--- src/hdl/bre_pkg.sv ---
// Shared types and constants of the bitmap range engine.
`timescale 1ns / 1ps

package bre_pkg;

    // Bit index, byte index and result widths
    localparam int BIT_W  = 10;
    localparam int BYTE_W = 7;
    localparam int CNT_W  = 9;
    localparam int POS_W  = 8;

    // Command codes
    typedef enum logic [2:0] {
        OP_COUNT_ONES  = 3'd0,
        OP_COUNT_ZEROS = 3'd1,
        OP_SEARCH_UP   = 3'd2,
        OP_SEARCH_DOWN = 3'd3,
        OP_WRITE_RUN   = 3'd4,
        OP_FLIP_RUN    = 3'd5,
        OP_SET_ALL     = 3'd6,
        OP_CLEAR_ALL   = 3'd7
    } op_t;

    // Sequencer states
    typedef enum logic [1:0] {
        ST_CLEAR,
        ST_IDLE,
        ST_SCAN,
        ST_FINISH
    } state_t;

    // Command context handed to the byte lane: bit range [lo, hi)
    typedef struct packed {
        op_t              op;
        logic             val;
        logic [BIT_W-1:0] lo;
        logic [BIT_W-1:0] hi;
    } lane_ctl_t;

    // What the byte lane makes of one stored byte
    typedef struct packed {
        logic       any;
        logic [2:0] low_bit;
        logic [2:0] high_bit;
        logic [3:0] ones;
        logic [7:0] new_byte;
    } lane_res_t;

endpackage

--- src/hdl/bitmap_range_engine.sv ---
// Top level of the bitmap range engine: bit_count register, sequencer, byte lane and bit store.
`timescale 1ns / 1ps

// Bitmap range engine. Holds an NBITS-bit array in a byte-wide synchronous RAM,
// of which the first bit_count bits are in use (bit i in byte i/8, bit i%8).
// Each command yields one result. The sequencer walks the store one byte per
// cycle through the single RAM read port, writing modified bytes back on the
// cycle after each read. A command touches ceil(n/8) bytes for counts, set all
// and clear all, the bytes of the run for runs, and up to ceil(n/8) for
// searches, which stop at the first byte that holds a match. Refused runs and
// empty searches read no byte. After reset a clearing pass zeroes the first
// min(ceil(NBITS/8), 64) bytes of the store, during which in_ready stays low.
// cfg_ready is always high; write bit_count only while no command is in flight.
// A bit_count above NBITS acts as NBITS.
module bitmap_range_engine
    import bre_pkg::*;
#(
    parameter int NBITS = 256
)(
    input  logic             clk,
    input  logic             rst_n,
    input  logic             cfg_valid,
    output logic             cfg_ready,
    input  logic [8:0]       cfg_data,
    input  logic             in_valid,
    output logic             in_ready,
    input  logic [2:0]       operation,
    input  logic [9:0]       index,
    input  logic [8:0]       run_length,
    input  logic             bit_value,
    output logic             out_valid,
    input  logic             out_ready,
    output logic             found,
    output logic [7:0]       position,
    output logic [8:0]       tally,
    output logic             accepted
);

    localparam int DEPTH  = (NBITS + 7) / 8;
    localparam int AW     = (DEPTH > 1) ? $clog2(DEPTH) : 1;
    localparam int NCAP   = (NBITS < 511) ? NBITS : 511;
    localparam int NRESET = (NBITS < 256) ? NBITS : 256;

    logic [CNT_W-1:0]  used_reg, used_next;
    logic              mem_we;
    logic [AW-1:0]     mem_waddr;
    logic [7:0]        mem_wdata;
    logic [AW-1:0]     mem_raddr;
    logic [7:0]        mem_rdata;
    lane_ctl_t         lane_ctl;
    logic [BYTE_W-1:0] lane_addr;
    lane_res_t         lane_res;

    // Hold the number of bits in use, clamped to the array size
    assign cfg_ready = 1'b1;

    always_comb
    begin
        used_next = used_reg;
        if (cfg_valid)
        begin
            used_next = (cfg_data > CNT_W'(NCAP)) ? CNT_W'(NCAP) : cfg_data;
        end
    end

    always_ff @(posedge clk or negedge rst_n)
    begin
        if (!rst_n)
        begin
            used_reg <= CNT_W'(NRESET);
        end
        else
        begin
            used_reg <= used_next;
        end
    end

    bre_seq #(
        .NBITS (NBITS)
    ) u_seq (
        .clk        (clk),
        .rst_n      (rst_n),
        .used_bits  (used_reg),
        .in_valid   (in_valid),
        .in_ready   (in_ready),
        .operation  (operation),
        .index      (index),
        .run_length (run_length),
        .bit_value  (bit_value),
        .out_valid  (out_valid),
        .out_ready  (out_ready),
        .found      (found),
        .position   (position),
        .tally      (tally),
        .accepted   (accepted),
        .mem_we     (mem_we),
        .mem_waddr  (mem_waddr),
        .mem_wdata  (mem_wdata),
        .mem_raddr  (mem_raddr),
        .lane_ctl   (lane_ctl),
        .lane_addr  (lane_addr),
        .lane_res   (lane_res)
    );

    bre_lane u_lane (
        .ctl  (lane_ctl),
        .addr (lane_addr),
        .data (mem_rdata),
        .res  (lane_res)
    );

    bre_ram #(
        .WIDTH (8),
        .DEPTH (DEPTH)
    ) u_store (
        .clk   (clk),
        .we    (mem_we),
        .waddr (mem_waddr),
        .wdata (mem_wdata),
        .raddr (mem_raddr),
        .rdata (mem_rdata)
    );

endmodule

--- src/hdl/bre_ram.sv ---
// Generic single-write, single-read synchronous RAM with registered read data.
`timescale 1ns / 1ps

module bre_ram #(
    parameter int WIDTH = 8,
    parameter int DEPTH = 32,
    localparam int AW = (DEPTH > 1) ? $clog2(DEPTH) : 1
)(
    input  logic             clk,
    input  logic             we,
    input  logic [AW-1:0]    waddr,
    input  logic [WIDTH-1:0] wdata,
    input  logic [AW-1:0]    raddr,
    output logic [WIDTH-1:0] rdata
);

    logic [WIDTH-1:0] mem [DEPTH];
    logic [WIDTH-1:0] rdata_reg;

    // Write port
    always_ff @(posedge clk)
    begin
        if (we)
        begin
            mem[waddr] <= wdata;
        end
    end

    // Registered read port
    always_ff @(posedge clk)
    begin
        rdata_reg <= mem[raddr];
    end

    assign rdata = rdata_reg;

endmodule

--- src/hdl/bre_lane.sv ---
// Byte lane: range mask, population count, bit search and modify of one stored byte.
`timescale 1ns / 1ps

module bre_lane
    import bre_pkg::*;
(
    input  lane_ctl_t         ctl,
    input  logic [BYTE_W-1:0] addr,
    input  logic [7:0]        data,
    output lane_res_t         res
);

    logic [BIT_W-1:0] pos_w;
    logic [7:0]       mask;
    logic [7:0]       sel;
    logic [7:0]       masked;
    logic             pick;

    always_comb
    begin
        // Mark the bits of this byte that lie inside [lo, hi)
        mask = '0;
        for (int b = 0; b < 8; b++)
        begin
            pos_w   = {addr, 3'(b)};
            mask[b] = (pos_w >= ctl.lo) && (pos_w < ctl.hi);
        end

        // Look at ones for a count of ones or a search for ones, else at zeros
        pick = (ctl.op == OP_COUNT_ONES) ||
               (((ctl.op == OP_SEARCH_UP) || (ctl.op == OP_SEARCH_DOWN)) && ctl.val);
        sel    = pick ? data : ~data;
        masked = sel & mask;

        res = '0;
        res.any = |masked;

        // Count the matching bits
        for (int b = 0; b < 8; b++)
        begin
            res.ones = res.ones + 4'(masked[b]);
        end

        // Lowest matching bit
        for (int b = 7; b >= 0; b--)
        begin
            if (masked[b])
            begin
                res.low_bit = 3'(b);
            end
        end

        // Highest matching bit
        for (int b = 0; b < 8; b++)
        begin
            if (masked[b])
            begin
                res.high_bit = 3'(b);
            end
        end

        // Modified byte for the writing commands
        unique case (ctl.op)
            OP_WRITE_RUN: res.new_byte = ctl.val ? (data | mask) : (data & ~mask);
            OP_FLIP_RUN:  res.new_byte = data ^ mask;
            OP_SET_ALL:   res.new_byte = data | mask;
            OP_CLEAR_ALL: res.new_byte = data & ~mask;
            default:      res.new_byte = data;
        endcase
    end

endmodule

--- src/hdl/bre_seq.sv ---
// Command sequencer: clearing pass, byte walk over the store, read-modify-write, result register.
`timescale 1ns / 1ps

module bre_seq
    import bre_pkg::*;
#(
    parameter int NBITS = 256,
    localparam int DEPTH = (NBITS + 7) / 8,
    localparam int AW = (DEPTH > 1) ? $clog2(DEPTH) : 1
)(
    input  logic              clk,
    input  logic              rst_n,
    input  logic [CNT_W-1:0]  used_bits,
    input  logic              in_valid,
    output logic              in_ready,
    input  logic [2:0]        operation,
    input  logic [BIT_W-1:0]  index,
    input  logic [CNT_W-1:0]  run_length,
    input  logic              bit_value,
    output logic              out_valid,
    input  logic              out_ready,
    output logic              found,
    output logic [POS_W-1:0]  position,
    output logic [CNT_W-1:0]  tally,
    output logic              accepted,
    output logic              mem_we,
    output logic [AW-1:0]     mem_waddr,
    output logic [7:0]        mem_wdata,
    output logic [AW-1:0]     mem_raddr,
    output lane_ctl_t         lane_ctl,
    output logic [BYTE_W-1:0] lane_addr,
    input  lane_res_t         lane_res
);

    // Only the first 511 bits can ever be in use
    localparam int CLR_DEPTH = (DEPTH < 64) ? DEPTH : 64;

    state_t            state_reg,       state_next;
    op_t               op_reg,          op_next;
    logic              val_reg,         val_next;
    logic [BIT_W-1:0]  lo_reg,          lo_next;
    logic [BIT_W-1:0]  hi_reg,          hi_next;
    logic              acc_reg,         acc_next;
    logic              down_reg,        down_next;
    logic [BYTE_W-1:0] cur_reg,         cur_next;
    logic [BYTE_W-1:0] end_reg,         end_next;
    logic              issue_done_reg,  issue_done_next;
    logic              vld_reg,         vld_next;
    logic [BYTE_W-1:0] vaddr_reg,       vaddr_next;
    logic              hit_reg,         hit_next;
    logic [POS_W-1:0]  pos_reg,         pos_next;
    logic [CNT_W-1:0]  cnt_reg,         cnt_next;
    logic              out_valid_reg,   out_valid_next;
    logic              found_reg;
    logic [POS_W-1:0]  position_reg;
    logic [CNT_W-1:0]  tally_reg;
    logic              accepted_reg;
    logic              out_load;

    // Command decode at acceptance
    op_t               op_in;
    logic [BIT_W-1:0]  n_w;
    logic [BIT_W:0]    sum_w;
    logic              run_ok;
    logic [BIT_W-1:0]  down_start;
    logic [BIT_W-1:0]  lo_in;
    logic [BIT_W-1:0]  hi_in;
    logic [BIT_W-1:0]  hi_m1;
    logic              acc_in;
    logic              empty_in;

    always_comb
    begin
        op_in      = op_t'(operation);
        n_w        = {1'b0, used_bits};
        sum_w      = {1'b0, index} + {2'b00, run_length};
        run_ok     = (run_length != '0) && (index < n_w) && (sum_w <= {2'b00, used_bits});
        down_start = (index >= n_w) ? (n_w - 10'd1) : index;
        lo_in      = '0;
        hi_in      = n_w;
        acc_in     = 1'b0;
        unique case (op_in)
            OP_COUNT_ONES, OP_COUNT_ZEROS:
            begin
                lo_in = '0;
                hi_in = n_w;
            end
            OP_SEARCH_UP:
            begin
                lo_in = index;
                hi_in = n_w;
            end
            OP_SEARCH_DOWN:
            begin
                lo_in = '0;
                hi_in = (used_bits == '0) ? '0 : (down_start + 10'd1);
            end
            OP_WRITE_RUN, OP_FLIP_RUN:
            begin
                lo_in  = run_ok ? index : '0;
                hi_in  = run_ok ? sum_w[BIT_W-1:0] : '0;
                acc_in = run_ok;
            end
            OP_SET_ALL, OP_CLEAR_ALL:
            begin
                lo_in  = '0;
                hi_in  = n_w;
                acc_in = 1'b1;
            end
        endcase
        empty_in = (hi_in <= lo_in);
        hi_m1    = hi_in - 10'd1;
    end

    // Next state and outputs
    always_comb
    begin
        state_next      = state_reg;
        op_next         = op_reg;
        val_next        = val_reg;
        lo_next         = lo_reg;
        hi_next         = hi_reg;
        acc_next        = acc_reg;
        down_next       = down_reg;
        cur_next        = cur_reg;
        end_next        = end_reg;
        issue_done_next = issue_done_reg;
        vld_next        = vld_reg;
        vaddr_next      = vaddr_reg;
        hit_next        = hit_reg;
        pos_next        = pos_reg;
        cnt_next        = cnt_reg;
        out_valid_next  = out_valid_reg && !out_ready;
        out_load        = 1'b0;
        in_ready        = 1'b0;
        mem_we          = 1'b0;
        mem_waddr       = AW'(cur_reg);
        mem_wdata       = '0;
        mem_raddr       = AW'(cur_reg);
        lane_addr       = vaddr_reg;
        lane_ctl        = '{op: op_reg, val: val_reg, lo: lo_reg, hi: hi_reg};

        unique case (state_reg)
            ST_CLEAR:
            begin
                // Zero the store one byte a cycle
                mem_we = 1'b1;
                if (cur_reg == BYTE_W'(CLR_DEPTH - 1))
                begin
                    cur_next   = '0;
                    state_next = ST_IDLE;
                end
                else
                begin
                    cur_next = cur_reg + 7'd1;
                end
            end
            ST_IDLE:
            begin
                in_ready = 1'b1;
                if (in_valid)
                begin
                    op_next         = op_in;
                    val_next        = bit_value;
                    lo_next         = lo_in;
                    hi_next         = hi_in;
                    acc_next        = acc_in;
                    down_next       = (op_in == OP_SEARCH_DOWN);
                    cur_next        = (op_in == OP_SEARCH_DOWN) ? hi_m1[BIT_W-1:3]
                                                                 : lo_in[BIT_W-1:3];
                    end_next        = (op_in == OP_SEARCH_DOWN) ? lo_in[BIT_W-1:3]
                                                                 : hi_m1[BIT_W-1:3];
                    issue_done_next = empty_in;
                    vld_next        = 1'b0;
                    hit_next        = 1'b0;
                    pos_next        = '0;
                    cnt_next        = '0;
                    state_next      = ST_SCAN;
                end
            end
            ST_SCAN:
            begin
                // Consume the byte read last cycle
                if (vld_reg)
                begin
                    unique case (op_reg)
                        OP_COUNT_ONES, OP_COUNT_ZEROS:
                        begin
                            cnt_next = cnt_reg + CNT_W'(lane_res.ones);
                        end
                        OP_SEARCH_UP:
                        begin
                            if (lane_res.any)
                            begin
                                hit_next = 1'b1;
                                pos_next = POS_W'({vaddr_reg, lane_res.low_bit});
                            end
                        end
                        OP_SEARCH_DOWN:
                        begin
                            if (lane_res.any)
                            begin
                                hit_next = 1'b1;
                                pos_next = POS_W'({vaddr_reg, lane_res.high_bit});
                            end
                        end
                        OP_WRITE_RUN, OP_FLIP_RUN, OP_SET_ALL, OP_CLEAR_ALL:
                        begin
                            mem_we    = 1'b1;
                            mem_waddr = AW'(vaddr_reg);
                            mem_wdata = lane_res.new_byte;
                        end
                    endcase
                end

                // Stop on a hit or once the last byte is consumed; else issue the next read
                if (hit_next || issue_done_reg)
                begin
                    vld_next   = 1'b0;
                    state_next = ST_FINISH;
                end
                else
                begin
                    vld_next   = 1'b1;
                    vaddr_next = cur_reg;
                    if (cur_reg == end_reg)
                    begin
                        issue_done_next = 1'b1;
                    end
                    else if (down_reg)
                    begin
                        cur_next = cur_reg - 7'd1;
                    end
                    else
                    begin
                        cur_next = cur_reg + 7'd1;
                    end
                end
            end
            ST_FINISH:
            begin
                // Hand the result to the output register once it is free
                if (!out_valid_reg || out_ready)
                begin
                    out_load       = 1'b1;
                    out_valid_next = 1'b1;
                    state_next     = ST_IDLE;
                end
            end
        endcase
    end

    // Control registers
    always_ff @(posedge clk or negedge rst_n)
    begin
        if (!rst_n)
        begin
            state_reg      <= ST_CLEAR;
            cur_reg        <= '0;
            issue_done_reg <= 1'b0;
            vld_reg        <= 1'b0;
            out_valid_reg  <= 1'b0;
            down_reg       <= 1'b0;
            op_reg         <= OP_COUNT_ONES;
        end
        else
        begin
            state_reg      <= state_next;
            cur_reg        <= cur_next;
            issue_done_reg <= issue_done_next;
            vld_reg        <= vld_next;
            out_valid_reg  <= out_valid_next;
            down_reg       <= down_next;
            op_reg         <= op_next;
        end
    end

    // Command context and payload
    always_ff @(posedge clk)
    begin
        val_reg   <= val_next;
        lo_reg    <= lo_next;
        hi_reg    <= hi_next;
        acc_reg   <= acc_next;
        end_reg   <= end_next;
        vaddr_reg <= vaddr_next;
        hit_reg   <= hit_next;
        pos_reg   <= pos_next;
        cnt_reg   <= cnt_next;
        if (out_load)
        begin
            found_reg    <= hit_reg;
            position_reg <= pos_reg;
            tally_reg    <= cnt_reg;
            accepted_reg <= acc_reg;
        end
    end

    assign out_valid = out_valid_reg;
    assign found     = found_reg;
    assign position  = position_reg;
    assign tally     = tally_reg;
    assign accepted  = accepted_reg;

`ifndef SYNTHESIS
    // A write-back never hits the byte being read in the same cycle
    a_no_rw_clash: assert property (@(posedge clk) disable iff (!rst_n)
        (state_reg == ST_SCAN && mem_we && !issue_done_reg && !hit_next)
            |-> (mem_waddr != mem_raddr))
        else $error("write-back and read address clash");

    // No read is in flight outside the scan
    a_vld_in_scan: assert property (@(posedge clk) disable iff (!rst_n)
        vld_reg |-> (state_reg == ST_SCAN))
        else $error("byte pending outside scan");

    // An accepted command starts a scan
    a_accept_scan: assert property (@(posedge clk) disable iff (!rst_n)
        (in_valid && in_ready) |=> (state_reg == ST_SCAN))
        else $error("accepted command did not start a scan");

    // A finished command presents its result in the next cycle
    a_finish_out: assert property (@(posedge clk) disable iff (!rst_n)
        (state_reg == ST_FINISH && (!out_valid_reg || out_ready)) |=> out_valid_reg)
        else $error("finished result not presented");

    // No command is taken during the clearing pass
    a_clear_block: assert property (@(posedge clk) disable iff (!rst_n)
        (state_reg == ST_CLEAR) |-> !in_ready)
        else $error("command taken during clearing pass");
`endif

endmodule

--- config.mk ---
export PLATFORM = sky130hd
export DESIGN_NAME = bitmap_range_engine
export DESIGN_NICKNAME = d
export VERILOG_FILES = /design/src/hdl/bre_pkg.sv /design/src/hdl/bitmap_range_engine.sv /design/src/hdl/bre_ram.sv /design/src/hdl/bre_lane.sv /design/src/hdl/bre_seq.sv
export SDC_FILE = /design/constraint.sdc
export NUM_CORES = 1
export LEC_CHECK = 0
export BUFFER_PORTS_ARGS = -buffer_cell sky130_fd_sc_hd__buf_4
export CAP_MARGIN = 20
export CORE_MARGIN = 8
export CORE_UTILIZATION = 51
export CTS_BUF_LIST = sky130_fd_sc_hd__clkbuf_4 sky130_fd_sc_hd__clkbuf_8 sky130_fd_sc_hd__clkbuf_16
export DETAILED_ROUTE_END_ITERATION = 7
export PLACE_DENSITY = 0.67
export SYNTH_ARGS = -nofsm -noshare
export SYNTH_HDL_FRONTEND = slang
export SYNTH_SLANG_ARGS = --single-unit
export TNS_END_PERCENT = 5
--- constraint.sdc ---
create_clock -name clk -period 6.2 [get_ports clk]
set_input_delay 0.62 -clock clk [delete_from_list [all_inputs] [get_ports clk]]
set_output_delay 0.62 -clock clk [all_outputs]
set_load 0.02 [all_outputs]
==> results of run 1 <==
## what timing repair did
item | in CTS | in global routing
endpoints found under the hold margin | 22 | 0
setup endpoints to repair | 0 | 3
gates resized for setup | 0 | 1
buffers inserted | 0 | 8
hold buffers | 1 | 0
## cell usage in the layout, fill, tap and decap left out, types with 11 or more instances in the layout
cell / count
edfxtp_1: 329
dfrtp_1: 22
o21ai_0: 48
o21a_1: 11
clkbuf_16: 39
nand4_1: 13
inv_1: 76
clkinv_1: 12
nand2_1: 75
nand3_1: 28
mux4_2: 80
a21o_1: 15
a31oi_1: 11
nand3b_1: 13
mux2_2: 13
a21oi_1: 56
nor2_1: 97
xnor2_1: 34
xor2_1: 20
ha_1: 86
nor2b_1: 23
buf_4: 87
mux2i_1: 15
nor3_1: 24
and2_1: 12
## area by class of cell
type | instances | area share
repair buffers | 91 | 0.0345
clock inverters | 22 | 0.0115
well taps | 461 | 0.0281
flip-flops and latches | 362 | 0.519
clock buffers | 48 | 0.0511
inverters | 77 | 0.0141
multi-input cells | 829 | 0.341
## cell families (layout without fill, tap and decap cells)
family | count (synthesis) | count (layout)
fa+ha+maj | 92 | 92
flops | 362 | 362
compound gates | 228 | 228
buf+inv | 131 | 238
other cells | 1 | 1
mux | 108 | 108
simple gates | 346 | 346
xor+xnor | 54 | 54
## worst max-delay path, cell delays in order, from the launching register on
cell       delay (ns)
edfxtp_1         0.45
ha_1             0.30
nand4_1          0.19
or3_1            0.45
o2111ai_1        0.28
nand2b_4         0.20
inv_1            0.05
ha_1             0.26
inv_1            0.05
fa_1             0.53
inv_1            0.06
fa_1             0.51
fa_1             0.45
inv_1            0.08
fa_1             0.40
inv_1            0.10
ha_1             0.23
a21o_1           0.15
a21oi_1          0.19
nor2b_1          0.09
o21a_1           0.20
nand3_1          0.11
xor2_1           0.15
nor2_1           0.05
## worst max path at each step
stage	startpoint	slack (ns)	end
final	u_seq.lane_addr[3]	0.41	u_seq.cnt_reg[7]
after global routing	u_seq.lane_addr[1]	-0.003	u_seq.cnt_reg[7]
after CTS	u_seq.lane_addr[4]	0.23	u_seq.cnt_reg[7]
after detailed placement	u_seq.lane_addr[4]	0.24	u_seq.cnt_reg[7]
after global placement	u_seq.lane_addr[4]	0.44	u_seq.cnt_reg[7]
after floorplan	u_seq.lane_addr[1]	0.56	u_seq.cnt_reg[7]
## per-stage QoR
stage / power (mW) / instance area, um^2 / hold slack [ns]
global placement: 6.09 / 19100 / 0.401
detailed placement: 6.14 / 19200 / 0.405
finish: 8.44 / 20500 / 0.254
floorplan: 5.32 / 18200 / 0.324
global route: 8.91 / 20500 / 0.245
CTS: 8.48 / 20500 / 0.234
## metal layers
metal	up-vias	routed length [um]	GRT usage
li1	5220	-	-
met1	5637	18300	0.276
met2	339	20200	0.333
met3	85	2340	0.0296
met4	0	1060	0.0571
met5	-	0	0
## where the power goes
| group | internal [mW] | total, mW | switching (mW) | leakage (nW) |
|---|---|---|---|---|
| Combinational | 1.23 | 2.82 | 1.59 | 3.51 |
| Sequential | 2.98 | 3.28 | 0.297 | 3.84 |
| Clock | 1.38 | 2.34 | 0.957 | 0.640 |
==> run_results.csv, run 1 <==
group,metric,value,unit
cts,clkSlewWorstSetupHoldPaths,0.06,ns
drt,drcViolationCount,0,
cells_and_area,nets,1529,
worst_setup_path,path_class,"flop to flop",
sta,worstMarginPinSlew,1.13,ns
yosys,yosysUniqueCellTypes,80,
worst_setup_path,critPathArrivalTime,6.09,ns
yosys,synth-warning-count,0,
global_routing,grt_util_all_layers,0.202,
min_path,min_path_type,"primary input to flop",
yosys,synth_mux_area_frac,0.116,
yosys,synth_area_per_cell,13.7,um^2
global_routing,grt_overflow,0,
global_routing,grt_pass1_wl,65.5,mm
min_path,hp-start,"bit_value",
sta,fmax,0.173,GHz
cts,cts_root_buf,"clkbuf_16",
cts,cts_max_level,2,
floorplanning,die-area,41900,um^2
sta,finalHoldViolCount,0,
drt,drtIter0Drc,1078,
yosys,synth_area_leaders,"edfxtp_1 54%, mux4_2 9.9%, ha_1 5.9%",
cells_and_area,multi_input_area,7020,um^2
pwr,power_leakage,7.99,nW
cells_and_area,n_antenna_cell,0,
worst_setup_path,cp-start-kind,"flop",
yosys,yosysMostFrequentCell,"edfxtp_1",
global_routing,grt_pass1_vias,11300,
global_routing,antenna_found_initial,0,
yosys,synth_area_leader_cell,"edfxtp_1",
sta,setup_viol,0,
yosys,synth_top_family_by_area,"multiplexers",
place,place_inst,1810,
cts,clock_path_buffers,3,
drt,dr.pass1.iters,5,
min_path,min_to,"u_seq.val_reg",
floorplanning,fp.dieW,205,um
yosys,yosys.area_share.simple,0.0947,
status,status,"complete, no violations",
cells_and_area,syn_to_final_growth,13.1,%
worst_setup_path,crit_required,6.50,ns
yosys,synth_common_cells,"329 x edfxtp_1, 105 x nor2_1, 86 x ha_1",
yosys,synth_cells,1322,
floorplanning,rows,69,
yosys,synth_area,18200,um^2
pwr,vdd_ir_drop_max,0.329,mV
yosys,synth_xor_area_frac,0.0260,
yosys,synth_edf_count,329,
global_routing,grt_max_degree,43,
yosys,synthFlopType,"edfxtp_1",
worst_setup_path,endpoint_kind,"flop",
sta,slew_viol_final,0,
floorplanning,start_util,0.514,
yosys,synth_compound_area_frac,0.0824,
cts,tritoncts,"built",
place,globalplace.congestion,0.914,
sta,relSlewSlack,0.247,
cells_and_area,fillers,2769,
cells_and_area,drive_gt1_frac,0.188,
cts,clkSinkCount,362,
min_path,whs_path_depth,1,
floorplanning,io_pins,59,
sta,setup_ws,0.407,ns
worst_setup_path,reg2reg_to,"u_seq.cnt_reg[7]",
yosys,yosysSeqAreaShare,0.587,
worst_setup_path,rr_worst_depth,23,
place,numPortBuffers,57,
cells_and_area,largest_register_ffs,256,
yosys,async_flop_share,0.0691,
drt,wl_per_cell,22.2,um
yosys,synth_top_area_share,0.544,
run,drv_cap,0,
yosys,ys_ff_latch,362,
place,post-place-ws,0.245,ns
drt,drt-total-wl,42.0,mm
cells_and_area,seqCellArea,10700,um^2
drt,drtAntennaViolNets,0,
pwr,p_per_area,411,nW/um^2
worst_setup_path,reg2reg_from,"u_seq.lane_addr[3]",
drt,via_per_inst,5.97,
floorplanning,die_height,205,um
cells_and_area,finish.utilization,0.582,
floorplanning,core_area,35300,um^2
cts,worstSkewPairLatency,0.55,ns
cells_and_area,instances_no_fill,1890,
place,dp_hpwl,29.6,mm
drt,vias,11300,
worst_setup_path,cp_max_fo,5,
sta,finalCritPeriodShare,0.934,
sta,finalCriticalPeriod,5.79,ns
cts,cts_made_buffers,39,
worst_setup_path,rrSetupSlack,0.41,ns
yosys,syn_nets,1451,
sta,fin_skew,0.0215,ns
sta,tns,0,ns
yosys,synthAdderAreaFrac,0.0659,
Power figures use the tool's default switching activity.
==> run 2, diff against run 1 <==
==> constraint.sdc (replaced) <==
create_clock -name clk -period 6.8 [get_ports clk]
set_input_delay 0.68 -clock clk [delete_from_list [all_inputs] [get_ports clk]]
set_output_delay 0.68 -clock clk [all_outputs]
set_load 0.02 [all_outputs]
==> run_results.csv, run 2 (synthesis results as in run 1) <==
group,metric,value,unit
floorplanning,rows,69,
sta,tns,0,ns
worst_setup_path,reg2reg_from,"u_seq.lane_addr[4]",
pwr,p_per_area,374,nW/um^2
global_routing,met3_usage,0.0342,
floorplanning,die-area,41900,um^2
sta,slew_viol_final,0,
worst_setup_path,rrSetupSlack,0.76,ns
global_routing,grt_pass1_vias,11200,
global_routing,grt_pass1_wl,65.0,mm
worst_setup_path,cp-start-kind,"flop",
floorplanning,core_area,35300,um^2
drt,drcViolationCount,0,
place,dp_hpwl,28.6,mm
cts,post_cts_resized,0,
cells_and_area,instances_no_fill,1875,
cells_and_area,n_antenna_cell,0,
cells_and_area,final_cell_mix,"329 x edfxtp_1, 97 x nor2_1, 86 x ha_1, 80 x mux4_2",
worst_setup_path,critPathArrivalTime,6.31,ns
sta,fin_skew,0.0241,ns
place,place_inst,1805,
cts,cts_setup_buffers,0,
global_routing,grt_max_degree,73,
sta,setup_viol,0,
cts,clkSlewWorstSetupHoldPaths,0.06,ns
cells_and_area,syn_to_final_growth,12.4,%
place,placed_area,19100,um^2
cells_and_area,fillers,2791,
status,status,"complete, no violations",
drt,via_per_inst,5.98,
floorplanning,io_pins,59,
floorplanning,start_util,0.514,
min_path,min_path_type,"primary input to async pin",
cts,cts_max_level,2,
drt,drtAntennaViolNets,0,
cts,clock_path_buffers,3,
worst_setup_path,path_class,"flop to flop",
sta,finalCritPeriodShare,0.889,
worst_setup_path,cp_max_fo,7,
cts,holdBufCountCts,0,
global_routing,busiest_layer,"met2",
cts,tritoncts,"built",
cells_and_area,final_common_cell,"edfxtp_1",
cells_and_area,drive_gt1_frac,0.181,
drt,drt-total-wl,41.2,mm
pwr,vdd_ir_drop_max,0.257,mV
sta,whs,0.0702,ns
worst_setup_path,endpoint_kind,"flop",
drt,dr.pass1.iters,5,
floorplanning,fp.dieW,205,um
drt,drtIter0Drc,896,
drt,vias,11200,
global_routing,use_met1,0.272,
global_routing,grt_util_all_layers,0.199,
cells_and_area,nets,1515,
drt,wl_per_cell,22.0,um
cts,cts_made_buffers,39,
cells_and_area,largest_register_ffs,256,
global_routing,grt_overflow,0,
worst_setup_path,rr_worst_depth,23,
place,globalplace.congestion,0.912,
sta,relSlewSlack,0.307,
pwr,power_leakage,7.90,nW
cts,cts_root_buf,"clkbuf_16",
floorplanning,die_height,205,um
global_routing,antenna_found_initial,0,
global_routing,grt.met2_usage,0.322,
cts,clkSinkCount,362,
cts,worstSkewPairLatency,0.54,ns
sta,finalCriticalPeriod,6.04,ns
sta,rsz0062_at_grt,"no",
sta,finalHoldViolCount,0,
worst_setup_path,crit_required,7.07,ns
sta,worstMarginPinSlew,1.04,ns
pwr,total_power,7.63,mW
place,numPortBuffers,57,
sta,fmax,0.165,GHz
worst_setup_path,reg2reg_to,"u_seq.cnt_reg[7]",
run,drv_cap,0,
cells_and_area,fin_area,20400,um^2
-- run 2: worst max path at each step --
stage | startpoint | end | slack (ns) | cells past startpoint
3_3_place_gp | u_seq.lane_addr[4] | u_seq.cnt_reg[7] | 0.88 | 23
6_report | u_seq.lane_addr[4] | u_seq.cnt_reg[7] | 0.76 | 23
3_5_place_dp | u_seq.lane_addr[4] | u_seq.cnt_reg[7] | 0.79 | 23
5_1_grt | u_seq.lane_addr[4] | u_seq.cnt_reg[7] | 0.38 | 23
4_1_cts | u_seq.lane_addr[4] | u_seq.cnt_reg[7] | 0.78 | 23
2_1_floorplan | u_seq.lane_addr[1] | u_seq.cnt_reg[7] | 1.16 | 24
-- run 2: report_power, final --
part / switching (mW) / internal (mW)
sequential: 0.203 / 2.72
clock: 0.839 / 1.26
combinational: 1.50 / 1.11
-- run 2: metal layers --
metal  part of all wire  wire [um]  vias to the layer above
li1                   -          -                     5188
met1               0.43      17900                     5562
met2               0.47      19500                      384
met3              0.064       2630                       81
met4              0.027       1130                        0
met5                  0          0                        -
-- run 2: stage by stage --
step / setup WS, ns / utilization
floorplan: 1.16 / -
global placement: 0.884 / 0.542
detailed placement: 0.794 / 0.542
CTS: 0.777 / 0.578
global route: 0.379 / 0.578
finish: 0.758 / 0.578
-- run 2: layout make-up --
class | count | area (um^2) | share of cell area
multi-input combinational | 829 | 7010 | 0.343
inverter | 77 | 289 | 0.0142
clock buffer | 52 | 1110 | 0.0543
timing repair buffer | 77 | 586 | 0.0287
tap | 461 | 577 | 0.0283
sequential | 362 | 10700 | 0.523
clock inverter | 17 | 173 | 0.00846
-- run 2: worst max-delay path, stage by stage, from the launching register on --
cell       delay (ns)
edfxtp_1         0.48
ha_1             0.35
nand4_1          0.23
or3_1            0.47
o2111ai_1        0.37
nand2b_1         0.22
inv_1            0.07
ha_1             0.27
inv_1            0.05
fa_1             0.52
inv_1            0.05
fa_1             0.50
fa_1             0.44
inv_1            0.08
fa_1             0.40
inv_1            0.10
ha_1             0.23
a21o_1           0.16
a21oi_1          0.17
nor2b_1          0.08
o21a_1           0.19
nand3_1          0.12
xor2_1           0.16
nor2_1           0.05
